### src/rtl/assert_macros.svh
// assertion helpers, sampled on clk and disabled while rst_n is low
`ifndef ASSERT_MACROS_SVH
`define ASSERT_MACROS_SVH

// same-cycle implication
`define AST_IMP(name, ante, cons) \
  name: assert property (@(posedge clk) disable iff (!rst_n) (ante) |-> (cons)) \
    else $error("assertion failed");

// next-cycle implication
`define AST_NXT(name, ante, cons) \
  name: assert property (@(posedge clk) disable iff (!rst_n) (ante) |=> (cons)) \
    else $error("assertion failed");

`endif

### src/rtl/i2cra_pkg.sv
`default_nettype none

package i2cra_pkg;

  localparam int QUEUE_DEPTH = 2;

  localparam int CFG_IDX_W  = 1;
  localparam int CFG_DATA_W = 8;
  localparam int DLY_W      = 10;
  localparam int MSB        = 7;

  localparam logic [CFG_IDX_W-1:0] CFG_ACK_TIMEOUT = 1'b0;
  localparam logic [CFG_IDX_W-1:0] CFG_TICK_SCALE  = 1'b1;

  localparam logic [7:0] ACK_TIMEOUT_RESET = 8'd250;
  localparam logic [7:0] TICK_SCALE_RESET  = 8'd1;
  localparam logic [3:0] BYTE_BITS         = 4'd8;

  typedef enum logic [1:0] {
    ERR_NONE,
    ERR_ADDR,
    ERR_DATA
  } err_t;

  typedef enum logic [1:0] {
    STG_ADDR,
    STG_REG,
    STG_LAST
  } stage_t;

  typedef enum logic [1:0] {
    SDA_REL,
    SDA_LOW,
    SDA_DATA
  } sda_ctl_t;

  typedef enum logic [3:0] {
    PH_IDLE,
    PH_START_A,
    PH_START_B,
    PH_BIT_SETUP,
    PH_BIT_HIGH,
    PH_BIT_LOW,
    PH_ACK_SETUP,
    PH_ACK_HIGH,
    PH_ACK_POLL,
    PH_RD_LOW,
    PH_RD_HIGH,
    PH_NACK_LOW,
    PH_NACK_HIGH,
    PH_STOP_A,
    PH_STOP_B,
    PH_FINISH
  } phase_t;

  typedef struct packed {
    logic       go;
    logic       mode;
    logic [6:0] dev_addr;
    logic [7:0] reg_addr;
    logic [7:0] wdata;
    logic       sda_in;
  } item_t;

  typedef struct packed {
    logic  valid;
    item_t item;
  } q_word_t;

  typedef struct packed {
    logic       scl_level;
    logic       sda_drive_low;
    logic       busy_res;
    logic       done_res;
    logic [7:0] read_byte;
    err_t       error_code;
  } res_t;

  // delay units of each bus phase
  function automatic logic [2:0] seg_units(input phase_t ph);
    logic [2:0] u;
    case (ph)
      PH_START_A, PH_START_B, PH_STOP_A, PH_STOP_B:          u = 3'd4;
      PH_BIT_SETUP, PH_BIT_HIGH, PH_BIT_LOW, PH_RD_LOW,
      PH_NACK_LOW, PH_NACK_HIGH:                              u = 3'd2;
      PH_ACK_SETUP, PH_ACK_HIGH, PH_RD_HIGH:                  u = 3'd1;
      default:                                                u = 3'd0;
    endcase
    return u;
  endfunction

  function automatic logic seg_scl(input phase_t ph);
    logic s;
    case (ph)
      PH_BIT_SETUP, PH_BIT_LOW, PH_ACK_SETUP, PH_RD_LOW,
      PH_NACK_LOW, PH_STOP_A:                                 s = 1'b0;
      default:                                                s = 1'b1;
    endcase
    return s;
  endfunction

  function automatic sda_ctl_t seg_sda(input phase_t ph);
    sda_ctl_t c;
    case (ph)
      PH_START_B, PH_STOP_A, PH_STOP_B:                       c = SDA_LOW;
      PH_BIT_SETUP, PH_BIT_HIGH, PH_BIT_LOW:                  c = SDA_DATA;
      default:                                                c = SDA_REL;
    endcase
    return c;
  endfunction

  function automatic logic [DLY_W-1:0] dly_load(input phase_t ph, input logic [7:0] scale);
    return DLY_W'(seg_units(ph)) * DLY_W'(scale);
  endfunction

endpackage

`default_nettype wire

### src/rtl/i2cra_in_if.sv
`default_nettype none

interface i2cra_in_if;
  logic       valid;
  logic       ready;
  logic       go;
  logic       mode;
  logic [6:0] dev_addr;
  logic [7:0] reg_addr;
  logic [7:0] wdata;
  logic       sda_in;

  modport source (output valid, go, mode, dev_addr, reg_addr, wdata, sda_in, input ready);
  modport sink   (input valid, go, mode, dev_addr, reg_addr, wdata, sda_in, output ready);
endinterface

`default_nettype wire

### src/rtl/i2cra_out_if.sv
`default_nettype none

interface i2cra_out_if;
  logic       valid;
  logic       ready;
  logic       scl_level;
  logic       sda_drive_low;
  logic       busy_res;
  logic       done_res;
  logic [7:0] read_byte;
  logic [1:0] error_code;

  modport source (output valid, scl_level, sda_drive_low, busy_res, done_res, read_byte,
                  error_code, input ready);
  modport sink   (input valid, scl_level, sda_drive_low, busy_res, done_res, read_byte,
                  error_code, output ready);
endinterface

`default_nettype wire

### src/rtl/i2c_register_access_master.sv
`default_nettype none
`include "assert_macros.svh"

// I2C master for single-register write and read transactions, advanced one bus tick per
// input word. Every accepted word gives exactly one result word with the SCL level, the
// SDA pull-down, busy, done, the read byte and the error code. The block takes one word
// per clock and gives one word per clock while out_ch.ready is high; an accepted word
// goes through the input queue into the result register. The queue holds QueueDepth
// words and its fill level alone sets in_ch.ready; the sequencer advances one tick for
// every result word that the output register can take. The user must write ack_timeout
// and tick_scale through the cfg_ port only while no word is in flight; the block does not enforce it.
module i2c_register_access_master #(
  parameter int QueueDepth = i2cra_pkg::QUEUE_DEPTH
) (
  input  logic                              clk,
  input  logic                              rst_n,
  i2cra_in_if.sink                          in_ch,
  i2cra_out_if.source                       out_ch,
  input  logic                              cfg_we,
  input  logic [i2cra_pkg::CFG_IDX_W-1:0]   cfg_idx,
  input  logic [i2cra_pkg::CFG_DATA_W-1:0]  cfg_wdata
);
  import i2cra_pkg::*;

  q_word_t q_word;
  logic    q_ready;

  i2cra_front #(
    .Depth (QueueDepth)
  ) u_front (
    .clk     (clk),
    .rst_n   (rst_n),
    .in_ch   (in_ch),
    .q_word  (q_word),
    .q_ready (q_ready)
  );

  i2cra_back u_back (
    .clk       (clk),
    .rst_n     (rst_n),
    .cfg_we    (cfg_we),
    .cfg_idx   (cfg_idx),
    .cfg_wdata (cfg_wdata),
    .q_word    (q_word),
    .q_ready   (q_ready),
    .out_ch    (out_ch)
  );

  `AST_IMP(a_err_only_on_done, out_ch.valid && (out_ch.error_code != ERR_NONE), out_ch.done_res)
  `AST_IMP(a_rdata_only_on_done, out_ch.valid && (out_ch.read_byte != 8'd0), out_ch.done_res)
  `AST_NXT(a_pop_fills_out, q_word.valid && q_ready, out_ch.valid)
  `AST_NXT(a_push_fills_queue, in_ch.valid && in_ch.ready, q_word.valid)

endmodule

`default_nettype wire

### src/rtl/i2cra_front.sv
`default_nettype none

module i2cra_front #(
  parameter int Depth = i2cra_pkg::QUEUE_DEPTH
) (
  input  logic                clk,
  input  logic                rst_n,
  i2cra_in_if.sink            in_ch,
  output i2cra_pkg::q_word_t  q_word,
  input  logic                q_ready
);
  import i2cra_pkg::*;

  localparam int PtrW = $clog2(Depth);
  localparam int CntW = $clog2(Depth + 1);

  item_t            mem_r [Depth];
  logic [PtrW-1:0]  wr_ptr_r, wr_ptr_nxt;
  logic [PtrW-1:0]  rd_ptr_r, rd_ptr_nxt;
  logic [CntW-1:0]  cnt_r, cnt_nxt;
  logic             push, pop;
  item_t            in_item;

  assign in_item = '{go: in_ch.go, mode: in_ch.mode, dev_addr: in_ch.dev_addr,
                     reg_addr: in_ch.reg_addr, wdata: in_ch.wdata, sda_in: in_ch.sda_in};

  assign in_ch.ready  = (cnt_r != CntW'(Depth));
  assign q_word.valid = (cnt_r != '0);
  assign q_word.item  = mem_r[rd_ptr_r];

  assign push = in_ch.valid && in_ch.ready;
  assign pop  = q_word.valid && q_ready;

  always_comb begin
    wr_ptr_nxt = wr_ptr_r;
    rd_ptr_nxt = rd_ptr_r;
    cnt_nxt    = cnt_r;
    if (push) begin
      wr_ptr_nxt = (wr_ptr_r == PtrW'(Depth - 1)) ? '0 : wr_ptr_r + 1'b1;
    end
    if (pop) begin
      rd_ptr_nxt = (rd_ptr_r == PtrW'(Depth - 1)) ? '0 : rd_ptr_r + 1'b1;
    end
    if (push && !pop) begin
      cnt_nxt = cnt_r + 1'b1;
    end else if (pop && !push) begin
      cnt_nxt = cnt_r - 1'b1;
    end
  end

  always_ff @(posedge clk) begin
    if (!rst_n) begin
      wr_ptr_r <= '0;
      rd_ptr_r <= '0;
      cnt_r    <= '0;
    end else begin
      wr_ptr_r <= wr_ptr_nxt;
      rd_ptr_r <= rd_ptr_nxt;
      cnt_r    <= cnt_nxt;
    end
  end

  always_ff @(posedge clk) begin
    if (push) begin
      mem_r[wr_ptr_r] <= in_item;
    end
  end

endmodule

`default_nettype wire

### src/rtl/i2cra_back.sv
`default_nettype none

module i2cra_back (
  input  logic                                  clk,
  input  logic                                  rst_n,
  input  logic                                  cfg_we,
  input  logic [i2cra_pkg::CFG_IDX_W-1:0]       cfg_idx,
  input  logic [i2cra_pkg::CFG_DATA_W-1:0]      cfg_wdata,
  input  i2cra_pkg::q_word_t                    q_word,
  output logic                                  q_ready,
  i2cra_out_if.source                           out_ch
);
  import i2cra_pkg::*;

  logic [7:0]       ack_to_r, scale_r, scale_eff;
  phase_t           phase_r, phase_nxt, e_phase, ent_ph;
  logic [DLY_W-1:0] dc_r, dc_nxt, e_dc, dc_dec;
  logic [7:0]       wt_r, wt_nxt, e_wt;
  logic [3:0]       bc_r, bc_nxt, e_bc, bc_inc;
  logic [7:0]       sh_r, sh_nxt, e_sh;
  stage_t           st_r, st_nxt, e_st;
  err_t             err_r, err_nxt, e_err;
  logic             mode_r, e_mode;
  logic [6:0]       dev_r, e_dev;
  logic [7:0]       reg_r, e_reg;
  logic [7:0]       wdat_r, e_wdat;
  logic             start, pop;
  logic             do_enter, seg_done, ack_done, ack_tmo;
  sda_ctl_t         sda_ctl;
  res_t             res_nxt, res_r;
  logic             out_valid_r;

  assign q_ready   = !out_valid_r || out_ch.ready;
  assign pop       = q_word.valid && q_ready;
  assign scale_eff = (scale_r == '0) ? 8'd1 : scale_r;
  assign start     = (phase_r == PH_IDLE) && q_word.item.go;

  // a go request seen in idle takes effect within the same tick
  assign e_phase = start ? PH_START_A : phase_r;
  assign e_dc    = start ? dly_load(PH_START_A, scale_eff) : dc_r;
  assign e_wt    = start ? '0 : wt_r;
  assign e_bc    = start ? '0 : bc_r;
  assign e_sh    = start ? '0 : sh_r;
  assign e_st    = start ? STG_ADDR : st_r;
  assign e_err   = start ? ERR_NONE : err_r;
  assign e_mode  = start ? q_word.item.mode : mode_r;
  assign e_dev   = start ? q_word.item.dev_addr : dev_r;
  assign e_reg   = start ? q_word.item.reg_addr : reg_r;
  assign e_wdat  = start ? q_word.item.wdata : wdat_r;

  assign dc_dec = (e_dc != '0) ? e_dc - 1'b1 : e_dc;
  assign bc_inc = e_bc + 1'b1;

  always_comb begin
    sda_ctl                 = seg_sda(e_phase);
    res_nxt.scl_level       = seg_scl(e_phase);
    res_nxt.sda_drive_low   = (sda_ctl == SDA_LOW) ||
                              ((sda_ctl == SDA_DATA) && !e_sh[MSB]);
    res_nxt.busy_res        = (e_phase != PH_IDLE) && (e_phase != PH_FINISH);
    res_nxt.done_res        = (e_phase == PH_FINISH);
    res_nxt.read_byte       = (res_nxt.done_res && e_mode) ? e_sh : 8'd0;
    res_nxt.error_code      = res_nxt.done_res ? e_err : ERR_NONE;
  end

  always_comb begin
    phase_nxt = e_phase;
    dc_nxt    = e_dc;
    wt_nxt    = e_wt;
    bc_nxt    = e_bc;
    sh_nxt    = e_sh;
    st_nxt    = e_st;
    err_nxt   = e_err;
    do_enter  = 1'b0;
    ent_ph    = e_phase;
    seg_done  = 1'b0;
    ack_done  = 1'b0;
    ack_tmo   = 1'b0;

    case (e_phase)
      PH_IDLE: begin
      end
      PH_FINISH: begin
        do_enter = 1'b1;
        ent_ph   = PH_IDLE;
      end
      PH_ACK_POLL: begin
        if (!q_word.item.sda_in) begin
          ack_done = 1'b1;
        end else if (e_wt == ack_to_r) begin
          ack_done = 1'b1;
          ack_tmo  = 1'b1;
        end else begin
          wt_nxt = e_wt + 1'b1;
        end
      end
      default: begin
        dc_nxt   = dc_dec;
        seg_done = (dc_dec == '0);
      end
    endcase

    if (seg_done) begin
      do_enter = 1'b1;
      case (e_phase)
        PH_START_A:   ent_ph = PH_START_B;
        PH_START_B: begin
          sh_nxt = {e_dev, e_st == STG_LAST};
          bc_nxt = '0;
          ent_ph = PH_BIT_SETUP;
        end
        PH_BIT_SETUP: ent_ph = PH_BIT_HIGH;
        PH_BIT_HIGH:  ent_ph = PH_BIT_LOW;
        PH_BIT_LOW: begin
          sh_nxt = {e_sh[MSB-1:0], 1'b0};
          bc_nxt = bc_inc;
          ent_ph = (bc_inc >= BYTE_BITS) ? PH_ACK_SETUP : PH_BIT_SETUP;
        end
        PH_ACK_SETUP: ent_ph = PH_ACK_HIGH;
        PH_ACK_HIGH:  ent_ph = PH_ACK_POLL;
        PH_RD_LOW:    ent_ph = PH_RD_HIGH;
        PH_RD_HIGH: begin
          sh_nxt = {e_sh[MSB-1:0], q_word.item.sda_in};
          bc_nxt = bc_inc;
          ent_ph = (bc_inc >= BYTE_BITS) ? PH_NACK_LOW : PH_RD_LOW;
        end
        PH_NACK_LOW:  ent_ph = PH_NACK_HIGH;
        PH_NACK_HIGH: ent_ph = PH_STOP_A;
        PH_STOP_A:    ent_ph = PH_STOP_B;
        PH_STOP_B:    ent_ph = PH_FINISH;
        default:      ent_ph = PH_IDLE;
      endcase
    end

    if (ack_done) begin
      do_enter = 1'b1;
      if (!e_mode) begin
        case (e_st)
          STG_ADDR: begin
            if (ack_tmo) begin
              err_nxt = ERR_ADDR;
              ent_ph  = PH_STOP_A;
            end else begin
              st_nxt = STG_REG;
              sh_nxt = e_reg;
              bc_nxt = '0;
              ent_ph = PH_BIT_SETUP;
            end
          end
          STG_REG: begin
            if (ack_tmo && (e_err == ERR_NONE)) err_nxt = ERR_DATA;
            st_nxt = STG_LAST;
            sh_nxt = e_wdat;
            bc_nxt = '0;
            ent_ph = PH_BIT_SETUP;
          end
          default: begin
            if (ack_tmo) err_nxt = ERR_DATA;
            ent_ph = PH_STOP_A;
          end
        endcase
      end else begin
        case (e_st)
          STG_ADDR: begin
            if (ack_tmo && (e_err == ERR_NONE)) err_nxt = ERR_ADDR;
            st_nxt = STG_REG;
            sh_nxt = e_reg;
            bc_nxt = '0;
            ent_ph = PH_BIT_SETUP;
          end
          STG_REG: begin
            if (ack_tmo && (e_err == ERR_NONE)) err_nxt = ERR_DATA;
            st_nxt = STG_LAST;
            ent_ph = PH_START_A;
          end
          default: begin
            if (ack_tmo && (e_err == ERR_NONE)) err_nxt = ERR_ADDR;
            sh_nxt = '0;
            bc_nxt = '0;
            ent_ph = PH_RD_LOW;
          end
        endcase
      end
    end

    if (do_enter) begin
      phase_nxt = ent_ph;
      dc_nxt    = dly_load(ent_ph, scale_eff);
      wt_nxt    = '0;
    end
  end

  always_ff @(posedge clk) begin
    if (!rst_n) begin
      ack_to_r <= ACK_TIMEOUT_RESET;
      scale_r  <= TICK_SCALE_RESET;
    end else if (cfg_we) begin
      case (cfg_idx)
        CFG_ACK_TIMEOUT: ack_to_r <= cfg_wdata;
        CFG_TICK_SCALE:  scale_r  <= cfg_wdata;
        default: begin
        end
      endcase
    end
  end

  always_ff @(posedge clk) begin
    if (!rst_n) begin
      phase_r <= PH_IDLE;
      dc_r    <= '0;
      wt_r    <= '0;
      bc_r    <= '0;
      sh_r    <= '0;
      st_r    <= STG_ADDR;
      err_r   <= ERR_NONE;
      mode_r  <= 1'b0;
      dev_r   <= '0;
      reg_r   <= '0;
      wdat_r  <= '0;
    end else if (pop) begin
      phase_r <= phase_nxt;
      dc_r    <= dc_nxt;
      wt_r    <= wt_nxt;
      bc_r    <= bc_nxt;
      sh_r    <= sh_nxt;
      st_r    <= st_nxt;
      err_r   <= err_nxt;
      mode_r  <= e_mode;
      dev_r   <= e_dev;
      reg_r   <= e_reg;
      wdat_r  <= e_wdat;
    end
  end

  // output word register
  always_ff @(posedge clk) begin
    if (!rst_n) begin
      out_valid_r <= 1'b0;
    end else if (pop) begin
      out_valid_r <= 1'b1;
    end else if (out_ch.ready) begin
      out_valid_r <= 1'b0;
    end
  end

  always_ff @(posedge clk) begin
    if (pop) begin
      res_r <= res_nxt;
    end
  end

  assign out_ch.valid         = out_valid_r;
  assign out_ch.scl_level     = res_r.scl_level;
  assign out_ch.sda_drive_low = res_r.sda_drive_low;
  assign out_ch.busy_res      = res_r.busy_res;
  assign out_ch.done_res      = res_r.done_res;
  assign out_ch.read_byte     = res_r.read_byte;
  assign out_ch.error_code    = res_r.error_code;

endmodule

`default_nettype wire

### src/flat_wrapper.sv
// flat-port wrapper written by rule: the top's interface ports become plain ports
module i2c_register_access_master_flat import i2cra_pkg::*;
#(
  parameter int QueueDepth = i2cra_pkg::QUEUE_DEPTH
)
  (clk, rst_n, cfg_we, cfg_idx, cfg_wdata, in_ch_valid, in_ch_go, in_ch_mode, in_ch_dev_addr, in_ch_reg_addr, in_ch_wdata, in_ch_sda_in, in_ch_ready, out_ch_valid, out_ch_scl_level, out_ch_sda_drive_low, out_ch_busy_res, out_ch_done_res, out_ch_read_byte, out_ch_error_code, out_ch_ready);
  i2cra_in_if in_ch_i ();
  i2cra_out_if out_ch_i ();
  input  logic clk;
  input  logic rst_n;
  input  logic cfg_we;
  input  logic [i2cra_pkg::CFG_IDX_W-1:0] cfg_idx;
  input  logic [i2cra_pkg::CFG_DATA_W-1:0] cfg_wdata;
  input wire logic [$bits(in_ch_i.valid)-1:0] in_ch_valid;
  input wire logic [$bits(in_ch_i.go)-1:0] in_ch_go;
  input wire logic [$bits(in_ch_i.mode)-1:0] in_ch_mode;
  input wire logic [$bits(in_ch_i.dev_addr)-1:0] in_ch_dev_addr;
  input wire logic [$bits(in_ch_i.reg_addr)-1:0] in_ch_reg_addr;
  input wire logic [$bits(in_ch_i.wdata)-1:0] in_ch_wdata;
  input wire logic [$bits(in_ch_i.sda_in)-1:0] in_ch_sda_in;
  output wire logic [$bits(in_ch_i.ready)-1:0] in_ch_ready;
  output wire logic [$bits(out_ch_i.valid)-1:0] out_ch_valid;
  output wire logic [$bits(out_ch_i.scl_level)-1:0] out_ch_scl_level;
  output wire logic [$bits(out_ch_i.sda_drive_low)-1:0] out_ch_sda_drive_low;
  output wire logic [$bits(out_ch_i.busy_res)-1:0] out_ch_busy_res;
  output wire logic [$bits(out_ch_i.done_res)-1:0] out_ch_done_res;
  output wire logic [$bits(out_ch_i.read_byte)-1:0] out_ch_read_byte;
  output wire logic [$bits(out_ch_i.error_code)-1:0] out_ch_error_code;
  input wire logic [$bits(out_ch_i.ready)-1:0] out_ch_ready;
  assign in_ch_i.valid = in_ch_valid;
  assign in_ch_i.go = in_ch_go;
  assign in_ch_i.mode = in_ch_mode;
  assign in_ch_i.dev_addr = in_ch_dev_addr;
  assign in_ch_i.reg_addr = in_ch_reg_addr;
  assign in_ch_i.wdata = in_ch_wdata;
  assign in_ch_i.sda_in = in_ch_sda_in;
  assign in_ch_ready = in_ch_i.ready;
  assign out_ch_valid = out_ch_i.valid;
  assign out_ch_scl_level = out_ch_i.scl_level;
  assign out_ch_sda_drive_low = out_ch_i.sda_drive_low;
  assign out_ch_busy_res = out_ch_i.busy_res;
  assign out_ch_done_res = out_ch_i.done_res;
  assign out_ch_read_byte = out_ch_i.read_byte;
  assign out_ch_error_code = out_ch_i.error_code;
  assign out_ch_i.ready = out_ch_ready;
  i2c_register_access_master #(.QueueDepth(QueueDepth)) u_core (.clk(clk), .rst_n(rst_n), .in_ch(in_ch_i), .out_ch(out_ch_i), .cfg_we(cfg_we), .cfg_idx(cfg_idx), .cfg_wdata(cfg_wdata));
endmodule
### config.mk
export PLATFORM = sky130hd
export DESIGN_NAME = i2c_register_access_master_flat
export DESIGN_NICKNAME = d
export VERILOG_FILES = /design/src/rtl/i2cra_pkg.sv /design/src/rtl/i2cra_in_if.sv /design/src/rtl/i2cra_out_if.sv /design/src/rtl/i2c_register_access_master.sv /design/src/rtl/i2cra_front.sv /design/src/rtl/i2cra_back.sv /design/src/flat_wrapper.sv
export VERILOG_INCLUDE_DIRS = /design/src /design/src/rtl
export SDC_FILE = /design/constraint.sdc
export NUM_CORES = 1
export LEC_CHECK = 0
export BUFFER_PORTS_ARGS = -buffer_cell sky130_fd_sc_hd__buf_2
export CORE_AREA = 2 2 149 151
export CTS_CLUSTER_DIAMETER = 200
export CTS_CLUSTER_SIZE = 40
export DETAILED_ROUTE_END_ITERATION = 6
export DIE_AREA = 0 0 151 153
export SYNTH_ARGS = -nofsm -noshare
export SYNTH_HDL_FRONTEND = slang
export SYNTH_SLANG_ARGS = --single-unit
### constraint.sdc
create_clock -name clk -period 9.7 [get_ports clk]
set_input_delay 0.485 -clock clk [delete_from_list [all_inputs] [get_ports clk]]
set_output_delay 0.485 -clock clk [all_outputs]
set_load 0.005 [all_outputs]
==> results of run 1 <==
[cells by family (layout without fill, tap and decap cells)]
logic type / count (synthesis) / after routing
compound gates: 252 / 252
xor+xnor: 26 / 26
fa+ha+maj: 25 / 25
buf+inv: 90 / 123
flops: 150 / 150
mux: 40 / 40
simple gates: 347 / 347
[final cells by class]
cell class / instances / share of cell area [%]
timing repair buffer: 66 / 3.77
clock buffer: 17 / 4.48
tap: 280 / 3.69
inverter: 25 / 0.989
sequential: 150 / 38.6
multi-input combinational: 690 / 46.7
clock inverter: 15 / 1.73
[power groups by stage]
stage                     Sequential [mW]  Clock (mW)  Combinational, mW
final                               0.903       0.665              0.897
after global routing                0.918       0.708               1.01
after CTS                           0.902       0.680              0.897
after detailed placement            0.914           0              0.891
after global placement              0.911           0              0.882
after floorplan                     0.874           0              0.695
[state kept, by name, indices dropped and copies added, names as in the netlist, 2 cells and up, named ones only]
register and flops:
u_core.u_front.mem_r 52, u_core.u_back.dc_r 10, u_core.u_back.ack_to_r 8, u_core.u_back.out_ch.read_byte 8, u_core.u_back.reg_r 8, u_core.u_back.scale_r 8
u_core.u_back.sh_r 8, u_core.u_back.wdat_r 8, u_core.u_back.wt_r 8, u_core.u_back.dev_r 7, u_core.u_back.bc_r 4, u_core.u_back.phase_r 4
u_core.u_back.err_r 2, u_core.u_back.out_ch.error_code 2, u_core.u_back.st_r 2, u_core.u_front.cnt_r 2
[critical path: cells and delay by family, from the launching register on]
family | cells | cell delay (ps)
XOR/XNOR | 1 | 190
multiplexers | 1 | 140
buffers and inverters | 3 | 300
flip-flops | 1 | 740
AND/OR/NAND/NOR | 13 | 3060
AO/OA/AOI/OAI | 8 | 1860
adder cells (fa/ha/maj) | 4 | 1420
[layout by cell type (no fill, tap or decap), types with 5 or more instances in the layout]
cell / Yosys / routed
a21boi_0: 17 / 17
xnor2_1: 17 / 17
nor4bb_1: 5 / 5
mux2_2: 5 / 5
edfxtp_1: 66 / 66
a22oi_1: 14 / 14
o211ai_1: 11 / 11
a21o_1: 6 / 6
mux2i_1: 34 / 34
nor4_1: 8 / 8
o21a_1: 9 / 9
nand2_1: 114 / 113
inv_8: 0 / 5
buf_4: 1 / 11
dfxtp_1: 84 / 84
clkbuf_16: 0 / 17
and2_1: 32 / 32
o21ai_0: 59 / 59
or3_1: 5 / 5
o22ai_1: 9 / 9
inv_1: 23 / 23
a221oi_1: 8 / 8
buf_2: 3 / 55
and3_1: 14 / 14
nor2_1: 78 / 77
nor2b_1: 12 / 12
o2bb2ai_1: 7 / 7
or4_1: 5 / 5
nand3_1: 27 / 27
xor2_1: 9 / 9
nor3b_1: 10 / 10
nor3_1: 14 / 14
nand2b_1: 5 / 5
and4_1: 5 / 5
a21oi_1: 49 / 49
ha_1: 18 / 18
fa_1: 7 / 7
o211a_1: 17 / 17
a31oi_1: 7 / 7
[path summary, 6_finish.rpt]
| path | startpoint | to | slack [ps] | depth (start not counted) |
|---|---|---|---|---|
| setup / recovery | u_core.u_back.phase_r[1] | u_core.u_back.dc_r[9] | 1920 | 30 |
| setup reg to reg | u_core.u_back.phase_r[1] | u_core.u_back.dc_r[9] | 1920 | 30 |
| hold reg to reg | u_core.u_back.bc_r[0] | u_core.u_back.bc_r[0] | 480 | 2 |
| hold / removal | in_ch_dev_addr[5] | u_core.u_front.mem_r[1][22] | 240 | 1 |
[routing by layer]
metal | wire, um | share of wire (%) | global-route usage (%) | vias to the layer above
met4 | 308 | 1.5 | 5.03 | 0
met2 | 9000 | 44 | 26.2 | 189
li1 | - | - | - | 3439
met5 | 0 | 0 | 0 | -
met1 | 9820 | 48 | 27.0 | 3278
met3 | 1210 | 6.0 | 4.63 | 22
==> flow_summary_export.csv, run 1 <==
group,metric,value,unit
run_status,outcome,"complete, no violations",
yosys,synthCells,930,
final_layout,nets,1015,
worst_setup_path,crit_fanout,21,
power,irDropWorstVdd,0.213,mV
yosys,yosysUniqueCellTypes,74,
power,p_total,2.47,mW
worst_setup_path,crit_required,10050,ps
worst_setup_path,worstSetupPathType,"register to register",
yosys,yosysMostFrequentCell,"nand2_1",
yosys,synth_top_family_by_area,"compound AO/OA/AOI/OAI gates",
drt,routed_wl,20.3,mm
drt,ant_nets,0,
place,dp_hpwl,13.5,mm
floorplanning,dieArea,23100,um2
floorplanning,io_pins,56,
timing,hold_violations,0,
clock_network,cts_tree,"built",
place,gp_congestion,0.885,
yosys,ys_dominant_reg_cell,"dfxtp_1",
timing,hold_ws,245,ps
drt,drt_iter0_drc,612,
drt,avgRoutedWirePerCell,16.4,um
clock_network,cts-root-buf,"clkbuf_16",
drt,via_count,6928,
yosys,postSynthAreaPerCell,9.08,um2
clock_network,insertion_delay,430,ps
timing,worstMarginPinSlew,1000,ps
yosys,syn_area,8440,um2
timing,finalCriticalPeriod,7780,ps
drt,post-route-drc-count,0,
power,pwr-share-seq,36.6,%
power,power.density,260,nW/um2
yosys,yosysSeqAreaShare,43.4,%
global_route,grt_pass1_wl,33.6,mm
worst_setup_path,cp_slowest_cell,"nor4_1",
floorplanning,die_h,153,um
power,power.internal,1.51,mW
clock_network,clk_pin_slew,70,ps
final_layout,syn2layout_area_growth,12.4,%
yosys,synth-async-reset-ratio,0,%
floorplanning,core_area,21500,um2
timing,final-setup-viol-count,0,
place,place_area,8900,um2
clock_network,post_cts_buffers,0,
drt,firstDrtPassIters,5,
final_layout,n_fill_cell,2116,
power,power_frac_clock,27.0,%
yosys,yosysWarnings,0,
final_layout,num_antenna_cells,0,
clock_network,cts_resized,0,
yosys,synth_mux_area_share,4.86,%
timing,slew_violations,0,
final_layout,final_cells,1243,
timing,fin_worst_skew,7.94,ps
clock_network,cts_buffers,17,
place,portBuffers,55,
yosys,synth_edf_count,66,
global_route,grt_pass1_vias,6365,
yosys,syn_nets,995,
clock_network,hold_buffers,0,
final_layout,final_layout_size_suffix_gt1_share,11.8,%
yosys,synth_compound_area_share,20.3,%
flow_run,maxCapViolCount,0,
power,p_comb_share,36.4,%
final_layout,stdcell_area,9490,um2
yosys,synthTopCellsByArea,"edfxtp_1 23%, dfxtp_1 20%, nand2_1 5.1%",
yosys,synth_adder_area_share,4.33,%
final_layout,regArea,3660,um2
power,sw_frac_of_total,38.6,%
worst_setup_path,crit_path_end_kind,"register",
final_layout,multi_input_area,4430,um2
timing,timing.fmax,129,MHz
yosys,synth_top_area_share,23.5,%
floorplanning,fp-row-count,54,
timing,timing.final.ws_setup,1920,ps
timing,rsz0062_at_grt,"no",
global_route,grt_max_degree,80,
min_path,hold_path_class,"input port to register",
place,dp_cells,1211,
floorplanning,start_util,39.3,%
timing,slew_headroom,32.6,%
clock_network,cts_buffer_depth,2,
worst_setup_path,crit_arrival,8130,ps
power,p_switching,0.953,mW
drt,via_per_inst,5.57,
yosys,synth-xor-area-share,2.70,%
yosys,synthTopCellsByCount,"114 x nand2_1, 84 x dfxtp_1, 78 x nor2_1",
worst_setup_path,start_kind,"register",
floorplanning,die_w,151,um
final_layout,finalCoreUtilization,44.1,%
yosys,synthSimpleGateAreaFrac,20.2,%
yosys,yosys.area.top_type,"edfxtp_1",
place,dpl_worst_slack,1990,ps
timing,timing.final.crit_share,80.2,%
clock_network,cts.sink_count,150,
yosys,ys_ff_latch,150,
clock_network,h-tree-depth,4,
global_route,grt_usage,18.2,%
global_route,grt_overflow_total,0,
power,p_leak,3.74,nW
timing,setup-tns-final,0,ps
global_route,grt_antenna_before_repair,1,
worst_setup_path,critPathMaxStageDelay,890,ps
Note: power is estimated with default switching activity, not from simulation.
==> run 2: changes to the inputs <==
Clock period 9.7 ns to 6.4 ns, I/O delays scaled along.
==> run 2 against run 1 <==
  * Die area unchanged
  * Non-clock buffer count up 48
  * Combinational power up 71%
  * Clock-buffer cell count up 1
  * Largest cell class unchanged
  * Final area up 5.1%
  * Critical path depth down 2
  * Sequential cell count unchanged
  * Routed wire length up 0.52%
  * Register-to-register slack worse by 1900 ps
  * Via count up 1.4%
  * Final cell count up 3.9%
==> flow_summary_export.csv, run 2 (same netlist as run 1, synthesis figures left out) <==
group,metric,value,unit
run_status,outcome,"complete, no violations",
final_layout,largest_reg_flops,52,
drt,via_count,7027,
flow_run,maxCapViolCount,0,
clock_network,cts.sink_count,150,
worst_setup_path,path_buf_inv,4,
place,gp_congestion,0.866,
clock_network,h-tree-depth,4,
floorplanning,dieArea,23100,um2
global_route,grt_antenna_before_repair,1,
worst_setup_path,crit_top_cell,"inv_1",
worst_setup_path,crit_path_end_kind,"register",
power,p_leak,3.98,nW
drt,routed_wl,20.4,mm
power,p_total,3.82,mW
timing,finalCriticalPeriod,6350,ps
power,irDropWorstVdd,0.233,mV
timing,slew_headroom,41.3,%
timing,final-setup-viol-count,0,
clock_network,clk_pin_slew,70,ps
worst_setup_path,r2r-start,"u_core.u_back.phase_r[3]",
power,power.density,384,nW/um2
timing,worstMarginPinSlew,875,ps
place,portBuffers,55,
timing,hold_violations,0,
clock_network,cts-root-buf,"clkbuf_16",
timing,timing.final.crit_share,99.2,%
drt,ant_nets,0,
final_layout,final_cells,1292,
final_layout,layout_commonest_cell,"nand2_1",
final_layout,reg.largest.list,"u_core.u_front.mem_r (52), u_core.u_back.dc_r (10)",
floorplanning,die_h,153,um
clock_network,cts_buffers,17,
drt,firstDrtPassIters,5,
final_layout,mostFrequentLayoutCells,"111 x nand2_1, 82 x dfxtp_1, 74 x nor2_1, 66 x edfxtp_1",
timing,fin_worst_skew,8.37,ps
timing,slew_violations,0,
worst_setup_path,start_kind,"register",
worst_setup_path,critical_path.top_delay_family,"simple AND/OR/NAND/NOR gates",
worst_setup_path,crit_arrival,6710,ps
place,dp_cells,1253,
worst_setup_path,crit_fanout,5,
worst_setup_path,cp_slowest_cell,"or4_4",
global_route,grt_pass1_wl,33.4,mm
min_path,hold_path_class,"input port to register",
floorplanning,start_util,39.3,%
clock_network,hold_buffers,0,
floorplanning,die_w,151,um
floorplanning,io_pins,56,
worst_setup_path,worstSetupPathType,"register to register",
timing,timing.fmax,157,MHz
drt,post-route-drc-count,0,
final_layout,nets,1063,
place,dp_hpwl,14.2,mm
clock_network,cts_tree,"built",
clock_network,insertion_delay,430,ps
global_route,grt_max_degree,80,
final_layout,regMostFlops,"u_core.u_front.mem_r",
final_layout,final_layout_size_suffix_gt1_share,18.2,%
floorplanning,fp-row-count,54,
final_layout,finalCoreUtilization,46.4,%
global_route,grt_usage,18.1,%
global_route,grt_overflow_total,0,
global_route,grt_pass1_vias,6529,
min_path,hold_start,"in_ch_reg_addr[3]",
drt,drt_iter0_drc,469,
final_layout,syn2layout_area_growth,18.1,%
worst_setup_path,critPathMaxStageDelay,580,ps
drt,avgRoutedWirePerCell,15.8,um
timing,rsz0062_at_grt,"yes",
clock_network,cts_buffer_depth,2,
floorplanning,core_area,21500,um2
worst_setup_path,cp-startpoint,"u_core.u_back.phase_r[3]",
drt,via_per_inst,5.44,
worst_setup_path,crit_required,6760,ps
-- run 2: final timing paths --
check	end	slack, ps	cells after the start
max	u_core.u_back.dc_r[9]	50	28
min	u_core.u_front.mem_r[0][12]	80	1
max reg2reg	u_core.u_back.dc_r[9]	50	28
min reg2reg	u_core.u_back.bc_r[0]	490	2
-- run 2: routing by layer --
metal  up-vias  GRT usage (%)  part of all wire (%)
met2       149           28.1                    46
met1      3330           25.8                    49
met5         -              0                     0
met4         0           5.38                   1.4
met3        25           3.16                   3.7
li1       3523              -                     -
-- run 2: metrics by stage --
| stage | instance area [um2] | setup slack (ps) | setup TNS (ps) | hold slack [ps] |
|---|---|---|---|---|
| detailed placement | 9280 | -79.4 | -79.4 | 476 |
| finish | 9970 | 49.7 | 0 | 76.5 |
| global route | 9960 | -251 | -251 | 61.3 |
| CTS | 9870 | 13.9 | 0 | 54.5 |
| global placement | 9280 | 47.8 | 0 | 468 |
| floorplan | 8580 | -475 | -475 | 419 |
-- run 2: worst reg2reg max path, delay by kind of cell, from the launching register on --
kind	cells	cell delay, ps
simple gates	10	2460
mux	2	340
fa+ha+maj	3	940
xor+xnor	1	180
flops	1	330
compound gates	8	1730
buf+inv	4	310
-- run 2: cell type report --
| type | instances | area (um2) |
|---|---|---|
| inverters | 25 | 93.8 |
| diodes | 1 | 2.50 |
| well taps | 280 | 350 |
| repair buffers | 114 | 722 |
| fillers | 2065 | 11500 |
| flip-flops and latches | 150 | 3670 |
| clock buffers | 18 | 429 |
| clock inverters | 14 | 131 |
| multi-input cells | 690 | 4570 |
-- run 2: timing repair --
item,CTS,global route
endpoints found under the setup margin,1,1
pin swaps,2,9
setup buffers,3,3
gates resized for setup,2,14
-- run 2: power by group --
part	total (mW)	switching, mW	internal, mW	leakage [nW]
Clock	0.953	0.437	0.516	0.273
Sequential	1.34	0.126	1.22	1.31
Combinational	1.53	0.903	0.624	2.40
